**config.mk**
```make
export PLATFORM = sky130hd
export DESIGN_NAME = sst_controller
export DESIGN_NICKNAME = d
export VERILOG_FILES = /design/src/sst_pkg.sv /design/src/sst_controller.sv
export SDC_FILE = /design/constraint.sdc
export NUM_CORES = 1
export LEC_CHECK = 0
export BUFFER_PORTS_ARGS = -buffer_cell sky130_fd_sc_hd__buf_2
export CAP_MARGIN = 10
export CORE_AREA = 3 3 40 42
export DETAILED_ROUTE_END_ITERATION = 12
export DIE_AREA = 0 0 43 45
export HOLD_SLACK_MARGIN = 0.1
export PLACE_DENSITY = 0.76
export SLEW_MARGIN = 20
export SYNTH_ARGS = -nofsm -noshare
export SYNTH_HDL_FRONTEND = slang
export SYNTH_SLANG_ARGS = --single-unit
```
**constraint.sdc**
```tcl
create_clock -name clock -period 1.97 [get_ports clock]
set_input_delay 0.0985 -clock clock [delete_from_list [all_inputs] [get_ports clock]]
set_output_delay 0.0985 -clock clock [all_outputs]
set_load 0.005 [all_outputs]
```
**src/sst_pkg.sv**
```systemverilog
package sst_pkg;

   localparam int SST_TABLE_DEPTH = 64;
   localparam int SST_NAME_BYTES  = 8;

   localparam int CMD_W    = 3;
   localparam int NAME_W   = 64;
   localparam int TYPE_W   = 8;
   localparam int DEPTH_W  = 8;
   localparam int IDX_W    = 6;
   localparam int STATUS_W = 3;
   localparam int RIDX_W   = 6;
   localparam int CNT_W    = 7;

   localparam logic [CMD_W-1:0] CMD_PUSH      = 3'd0;
   localparam logic [CMD_W-1:0] CMD_POP       = 3'd1;
   localparam logic [CMD_W-1:0] CMD_POP_SCOPE = 3'd2;
   localparam logic [CMD_W-1:0] CMD_FIND_OLD  = 3'd3;
   localparam logic [CMD_W-1:0] CMD_FIND_NEW  = 3'd4;
   localparam logic [CMD_W-1:0] CMD_READ      = 3'd5;

   localparam logic [STATUS_W-1:0] STATUS_OK        = 3'd0;
   localparam logic [STATUS_W-1:0] STATUS_EMPTY     = 3'd1;
   localparam logic [STATUS_W-1:0] STATUS_FULL      = 3'd2;
   localparam logic [STATUS_W-1:0] STATUS_NOT_FOUND = 3'd3;
   localparam logic [STATUS_W-1:0] STATUS_BAD_INDEX = 3'd4;

   typedef enum logic [1:0] {
      SEL_NONE,
      SEL_PUSH,
      SEL_POP,
      SEL_ENTRY
   } rsp_sel_type;

   typedef struct packed {
      logic                load_req;
      logic                push;
      logic                pop;
      logic                rd_index;
      logic                scan_first;
      logic                scan_next;
      logic                rsp_load;
      rsp_sel_type         rsp_sel;
      logic [STATUS_W-1:0] rsp_status;
   } sst_ctrl_type;

   typedef struct packed {
      logic [CMD_W-1:0] cmd;
      logic             empty;
      logic             full;
      logic             idx_bad;
      logic             key_hit;
      logic             depth_hit;
      logic             scan_end;
   } sst_stat_type;

endpackage

```
**src/sst_controller.sv**
```systemverilog
module sst_controller (
   input  logic                  clock,
   input  logic                  reset,
   input  logic                  req_valid,
   output logic                  req_stall,
   output logic                  rsp_valid,
   input  logic                  rsp_stall,
   input  sst_pkg::sst_stat_type stat_i,
   output sst_pkg::sst_ctrl_type ctrl_o
);
   import sst_pkg::*;

   typedef enum logic [2:0] {
      CTL_IDLE,
      CTL_EXEC,
      CTL_SCAN,
      CTL_RDWAIT,
      CTL_RESP
   } ctl_state_type;

   ctl_state_type state_ff, state_in;
   logic          req_stall_ff;
   logic          rsp_valid_ff;

   always_comb begin
      state_in          = state_ff;
      ctrl_o            = '0;
      ctrl_o.rsp_sel    = SEL_NONE;
      ctrl_o.rsp_status = STATUS_OK;
      case (state_ff)
         CTL_IDLE: begin
            if (req_valid) begin
               ctrl_o.load_req = 1'b1;
               state_in        = CTL_EXEC;
            end
         end
         CTL_EXEC: begin
            state_in = CTL_RESP;
            case (stat_i.cmd)
               CMD_PUSH: begin
                  ctrl_o.rsp_load = 1'b1;
                  if (stat_i.full) begin
                     ctrl_o.rsp_status = STATUS_FULL;
                  end else begin
                     ctrl_o.push    = 1'b1;
                     ctrl_o.rsp_sel = SEL_PUSH;
                  end
               end
               CMD_POP: begin
                  ctrl_o.rsp_load = 1'b1;
                  if (stat_i.empty) begin
                     ctrl_o.rsp_status = STATUS_EMPTY;
                  end else begin
                     ctrl_o.pop     = 1'b1;
                     ctrl_o.rsp_sel = SEL_POP;
                  end
               end
               CMD_POP_SCOPE, CMD_FIND_OLD, CMD_FIND_NEW: begin
                  if (stat_i.empty) begin
                     ctrl_o.rsp_load = 1'b1;
                     if (stat_i.cmd != CMD_POP_SCOPE) begin
                        ctrl_o.rsp_status = STATUS_NOT_FOUND;
                     end
                  end else begin
                     ctrl_o.scan_first = 1'b1;
                     state_in          = CTL_SCAN;
                  end
               end
               CMD_READ: begin
                  if (stat_i.idx_bad) begin
                     ctrl_o.rsp_load   = 1'b1;
                     ctrl_o.rsp_status = STATUS_BAD_INDEX;
                  end else begin
                     ctrl_o.rd_index = 1'b1;
                     state_in        = CTL_RDWAIT;
                  end
               end
               default: begin
                  ctrl_o.rsp_load = 1'b1;
               end
            endcase
         end
         CTL_SCAN: begin
            if (stat_i.cmd == CMD_POP_SCOPE) begin
               if (stat_i.depth_hit) begin
                  ctrl_o.pop = 1'b1;
                  if (stat_i.scan_end) begin
                     ctrl_o.rsp_load = 1'b1;
                     state_in        = CTL_RESP;
                  end else begin
                     ctrl_o.scan_next = 1'b1;
                  end
               end else begin
                  ctrl_o.rsp_load = 1'b1;
                  state_in        = CTL_RESP;
               end
            end else if (stat_i.key_hit) begin
               ctrl_o.rsp_load = 1'b1;
               ctrl_o.rsp_sel  = SEL_ENTRY;
               state_in        = CTL_RESP;
            end else if (stat_i.scan_end) begin
               ctrl_o.rsp_load   = 1'b1;
               ctrl_o.rsp_status = STATUS_NOT_FOUND;
               state_in          = CTL_RESP;
            end else begin
               ctrl_o.scan_next = 1'b1;
            end
         end
         CTL_RDWAIT: begin
            ctrl_o.rsp_load = 1'b1;
            ctrl_o.rsp_sel  = SEL_ENTRY;
            state_in        = CTL_RESP;
         end
         CTL_RESP: begin
            if (!rsp_stall) begin
               state_in = CTL_IDLE;
            end
         end
         default: begin
            state_in = CTL_IDLE;
         end
      endcase
   end

   always_ff @(posedge clock) begin
      if (reset) begin
         state_ff     <= CTL_IDLE;
         req_stall_ff <= 1'b0;
         rsp_valid_ff <= 1'b0;
      end else begin
         state_ff     <= state_in;
         req_stall_ff <= (state_in != CTL_IDLE);
         rsp_valid_ff <= (state_in == CTL_RESP);
      end
   end

   assign req_stall = req_stall_ff;
   assign rsp_valid = rsp_valid_ff;

   a_busy_while_responding: assert property (@(posedge clock) disable iff (reset)
      rsp_valid_ff |-> req_stall_ff)
      else $error("Request channel open while a response is pending.");

   a_no_push_when_full: assert property (@(posedge clock) disable iff (reset)
      ctrl_o.push |-> !stat_i.full)
      else $error("Push issued with the table full.");

   a_accept_starts_exec: assert property (@(posedge clock) disable iff (reset)
      (req_valid && !req_stall_ff) |=> (state_ff == CTL_EXEC))
      else $error("Accepted transaction did not start execution.");

   a_scan_stops_at_end: assert property (@(posedge clock) disable iff (reset)
      ctrl_o.scan_next |-> !stat_i.scan_end)
      else $error("Scan advanced past the last entry.");

endmodule

```
After elaboration in Yosys (flattened, before gate mapping)

Cells that the tools add are included.

Register bits after elaboration: 5
Input bits: 13
Output and inout bits: 14
Logic and storage cells: 68

Equality and inequality tests: 11
Multiplexer cells: 50
Reduce and logical (&&, ||, !) cells: 4

Operator list:

| kind                                                   | number |
|---|---|
| two-way mux 3 bit                                      | 10 |
| two-way mux 1 bit                                      | 23 |
| two-way mux 2 bit                                      | 8 |
| one-hot mux 3 bit (5 select lines)                     | 1 |
| equality test 3 x 2 -> 1 bit (second input constant)   | 4 |
| equality test 3 bit (second input constant)            | 4 |
| one-hot mux 3 bit (2 select lines)                     | 2 |
| one-hot mux 3 bit (4 select lines)                     | 1 |
| one-hot mux 3 bit (3 select lines)                     | 1 |
| equality test 3 x 1 -> 1 bit (second input constant)   | 2 |
| zero test 3 bit                                        | 2 |
| two-way mux 5 bit                                      | 1 |
| one-hot mux 1 bit (2 select lines)                     | 2 |
| one-hot mux 2 bit (2 select lines)                     | 1 |
| inequality test 3 x 2 -> 1 bit (second input constant) | 1 |
| nonzero test 3 bit                                     | 1 |
| OR reduction 3 bit                                     | 1 |

Depth between registers and ports, before layout

Depth in word-level cells: 5
Gate-level depth with buffers: 6
Gate-level depth less buffers: 4

Worst setup path before layout

OpenSTA, ideal clock, no wires.

Kind: reg2out
Start point: register state_ff[0]
End point: output ctrl_o[0] (netlist name)
Arrival: 1.321 ns
Path slack: 0.551 ns
Stages on the path, launching flop included: 7
Buffers on the path: 2
Cells stage by stage: dfxtp_1 > buf_4 > or3b_1 > buf_4 > nor4b_2 > o21ai_1 > o211ai_1

RTL lines:

| item                   | RTL line              | RTL |
|---|---|---|
| start, declared        | sst_controller.sv:21  | `ctl_state_type state_ff, state_in;` |
| start signal, assigned | sst_controller.sv:131 | `state_ff <= state_in;` |
| end, declared          | sst_controller.sv:9   | `output sst_pkg::sst_ctrl_type ctrl_o` |

==> impl_metrics.csv <==
group,metric,value,unit
status,status,"complete, no violations",
cts,post_cts_buffers,0,
pwr,p_leak,0.348,nW
floorplanning,coreArea,1280,sq um
pwr,switchingPower,0.000106,W
pwr,power.total,0.000339,W
cts,cts_hold_buf,0,
finish,register_area,101,sq um
drt,routed_via_density,5.48,
pwr,internal_power,0.000233,W
grt,grt_overflow,0,
floorplanning,die_area,1940,sq um
critical_path,start_kind,"register",
synthesis,synth_seq_area_share,16.9,%
critical_path,rrSetupSlack,0.51,ns
synthesis,synth.distinct_cells,39,
timing,fin_tns_setup,0,ns
finish,nets,111,
pwr,p_per_area,468,nW/um^2
synthesis,ys_seq_elements,5,
floorplanning,rows,13,
critical_path,path_cells,"nor3b_1 -> and3_1 -> inv_1 -> o32ai_1 -> buf_2",
drt,drt_first_pass_iters,4,
grt,antenna_found_initial,0,
pwr,peakVddDrop,0.000273,V
grt,grt_usage,14.9,%
synthesis,yosysWarnings,0,
critical_path,critPathSlowestCell,"dfxtp_1",
finish,diodes,0,
placed_design,port_buffers,26,
floorplanning,start_util,46.0,%
cts,cts_buffers,3,
timing,skew,0.00233,ns
finish,synthToLayoutAreaGrowth,22.7,%
drt,wl,1.42,mm
drt,drt-wirelength-per-cell,12.7,um
critical_path,crit_family,"simple AND/OR/NAND/NOR gates",
floorplanning,die_y,45,um
critical_path,reg2reg_to,"req_stall",
timing,worstMarginPinSlew,0.507,ns
min_path,min_from,"reset",
finish,nFillCells,123,
finish,final_cell_mix,"26 x buf_2, 7 x nor2_1, 7 x inv_1",
synthesis,syn_area,591,sq um
drt,drtIter0Drc,12,
floorplanning,io_pins,27,
pwr,p_sw_share,31.2,%
critical_path,cp-end-kind,"output pin",
critical_path,max_stage_delay,0.43,ns
grt,grt_pass1_wl,2.17,mm
drt,drcViolationCount,0,
timing,rsz0062_at_grt,"no",
min_path,hold_path_class,"primary input to register",
critical_path,cp.arrival,1.72,ns
synthesis,synth.avg_cell_area,8.20,sq um
floorplanning,die_w,43,um
grt,grt_max_degree,12,
synthesis,syn_inst,72,
drt,vias,614,
critical_path,worstSetupPathType,"register to output pin",
synthesis,synth_enable_flop_cells,0,
timing,final_max_slew_viol_count,0,
drt,drtAntennaViolNets,0,
critical_path,critPathRequiredTime,1.87,ns
cts,cts.sinks,5,
critical_path,path_buf_inv,2,
pwr,combPwrFrac,30.6,%
synthesis,ys_async_sr_fraction,0,%
pwr,p_seq_share,34.3,%
timing,max_slew_margin,65.8,%
cts,cts_tree,"done",
synthesis,synth.net_count,85,
critical_path,r2r_cells,4,
min_path,min_to,"state_ff[0]",
finish,final_common_cell,"buf_2",
critical_path,rr_startpoint,"state_ff[1]",
cts,clk_path_buf_depth,2,
run,maxCapViolCount,0,
timing,hold_violations,0,
placed_design,post-dp-hpwl,1.08,mm
cts,htree_num_levels,1,
cts,cts.clk_slew.worst_paths,0.04,ns
timing,setup-violations-final,0,
placed_design,place_congestion,0.804,
synthesis,synth_ff_type,"dfxtp_1",
pwr,clkPwrFrac,35.1,%
finish,multiInputGateArea,418,sq um
cts,clk_latency,0.24,ns
timing,min_period,1.82,ns
grt,grt_pass1_vias,545,
cts,cts_root_buffer,"clkbuf_4",
critical_path,cp_max_fo,7,
finish,drive_gt1_share,41.2,%
timing,fmax,549,MHz
min_path,hold_depth,3,
timing,fin_crit_sh,92.4,%
power groups by stage:
stage | Combinational, W | Sequential (W) | Clock, W
5_1_grt | 0.000114 | 0.000117 | 0.000131
6_report | 0.000104 | 0.000116 | 0.000119
3_3_place_gp | 0.0000999 | 0.000117 | 0
3_5_place_dp | 0.000102 | 0.000117 | 0
2_1_floorplan | 0.0000760 | 0.000114 | 0
4_1_cts | 0.000104 | 0.000116 | 0.000127
flip-flops by register name (all words and copies together) (netlist names):
name and count:
rsp_valid 1, req_stall 1, state_ff 3
how the worst max path moves through the flow:
stage | start | to | slack, ns | cells past startpoint
6_report | state_ff[1] | ctrl_o[1] | 0.15 | 5
4_1_cts | state_ff[0] | ctrl_o[0] | 0.09 | 5
3_5_place_dp | state_ff[0] | ctrl_o[0] | 0.25 | 5
5_1_grt | state_ff[1] | ctrl_o[1] | 0.008 | 5
3_3_place_gp | state_ff[0] | ctrl_o[0] | 0.30 | 5
2_1_floorplan | state_ff[0] | ctrl_o[0] | 0.55 | 6
through the flow:
stage	util, %	cell area, sq um	std cells	hold slack [ns]	setup WS [ns]
after detailed placement	54.0	694	108	0.382	0.254
final	56.4	724	112	0.121	0.149
after global routing	56.4	724	112	0.137	0.00824
after floorplan	-	591	72	0.221	0.551
after CTS	56.3	723	112	0.121	0.0891
after global placement	54.0	694	108	0.369	0.300
what timing repair did:
item	4_1_cts	5_1_grt
gates resized for setup	1	1
setup endpoints to repair	1	1
endpoints found under the hold margin	0	0
kinds of logic after synthesis:
| kind of cell | count (synthesis) | synth area share, % |
|---|---|---|
| buffers and inverters | 13 | 12.7 |
| muxes | 4 | 6.78 |
| DFF | 5 | 16.9 |
| AOI/OAI and AO/OA | 17 | 22.7 |
| and+or+nand+nor | 33 | 40.9 |
per-layer routing:
layer  routed length (um)  GRT usage (%)  vias up
met5                    0              0        -
met4                   49           11.4        0
met3                   80           2.79        5
met2                  653           23.4       22
met1                  640           18.0      273
li1                     -              -      314
tightest hold or removal path: cells and delay by family:
| kind | cells | cell delay (ns) |
|---|---|---|
| AND/OR/NAND/NOR | 1 | 0.05 |
| buffers and inverters | 1 | 0.07 |
| AO/OA/AOI/OAI | 1 | 0.10 |
Yosys cell counts (2+ instances only):
library cell / count / area, sq um
nor3_1: 4 / 20.0
nor2_1: 7 / 26.3
inv_1: 7 / 26.3
mux2i_1: 4 / 40.0
o21a_1: 2 / 15.0
nand2_1: 2 / 7.51
buf_4: 3 / 22.5
or3b_1: 2 / 17.5
and3_1: 2 / 12.5
o21ai_1: 2 / 10.0
a21boi_0: 2 / 15.0
nor3b_1: 3 / 22.5
dfxtp_1: 5 / 100
buf_6: 2 / 22.5
layout make-up:
class                      count  share of cell area [%]
clock buffer                   4                    3.63
multi-input combinational     54                    57.7
timing repair buffer          26                    18.0
tap                           15                    2.59
inverter                       8                    4.15
sequential                     5                    14.0
No activity file was read; power rests on OpenSTA's default activity.
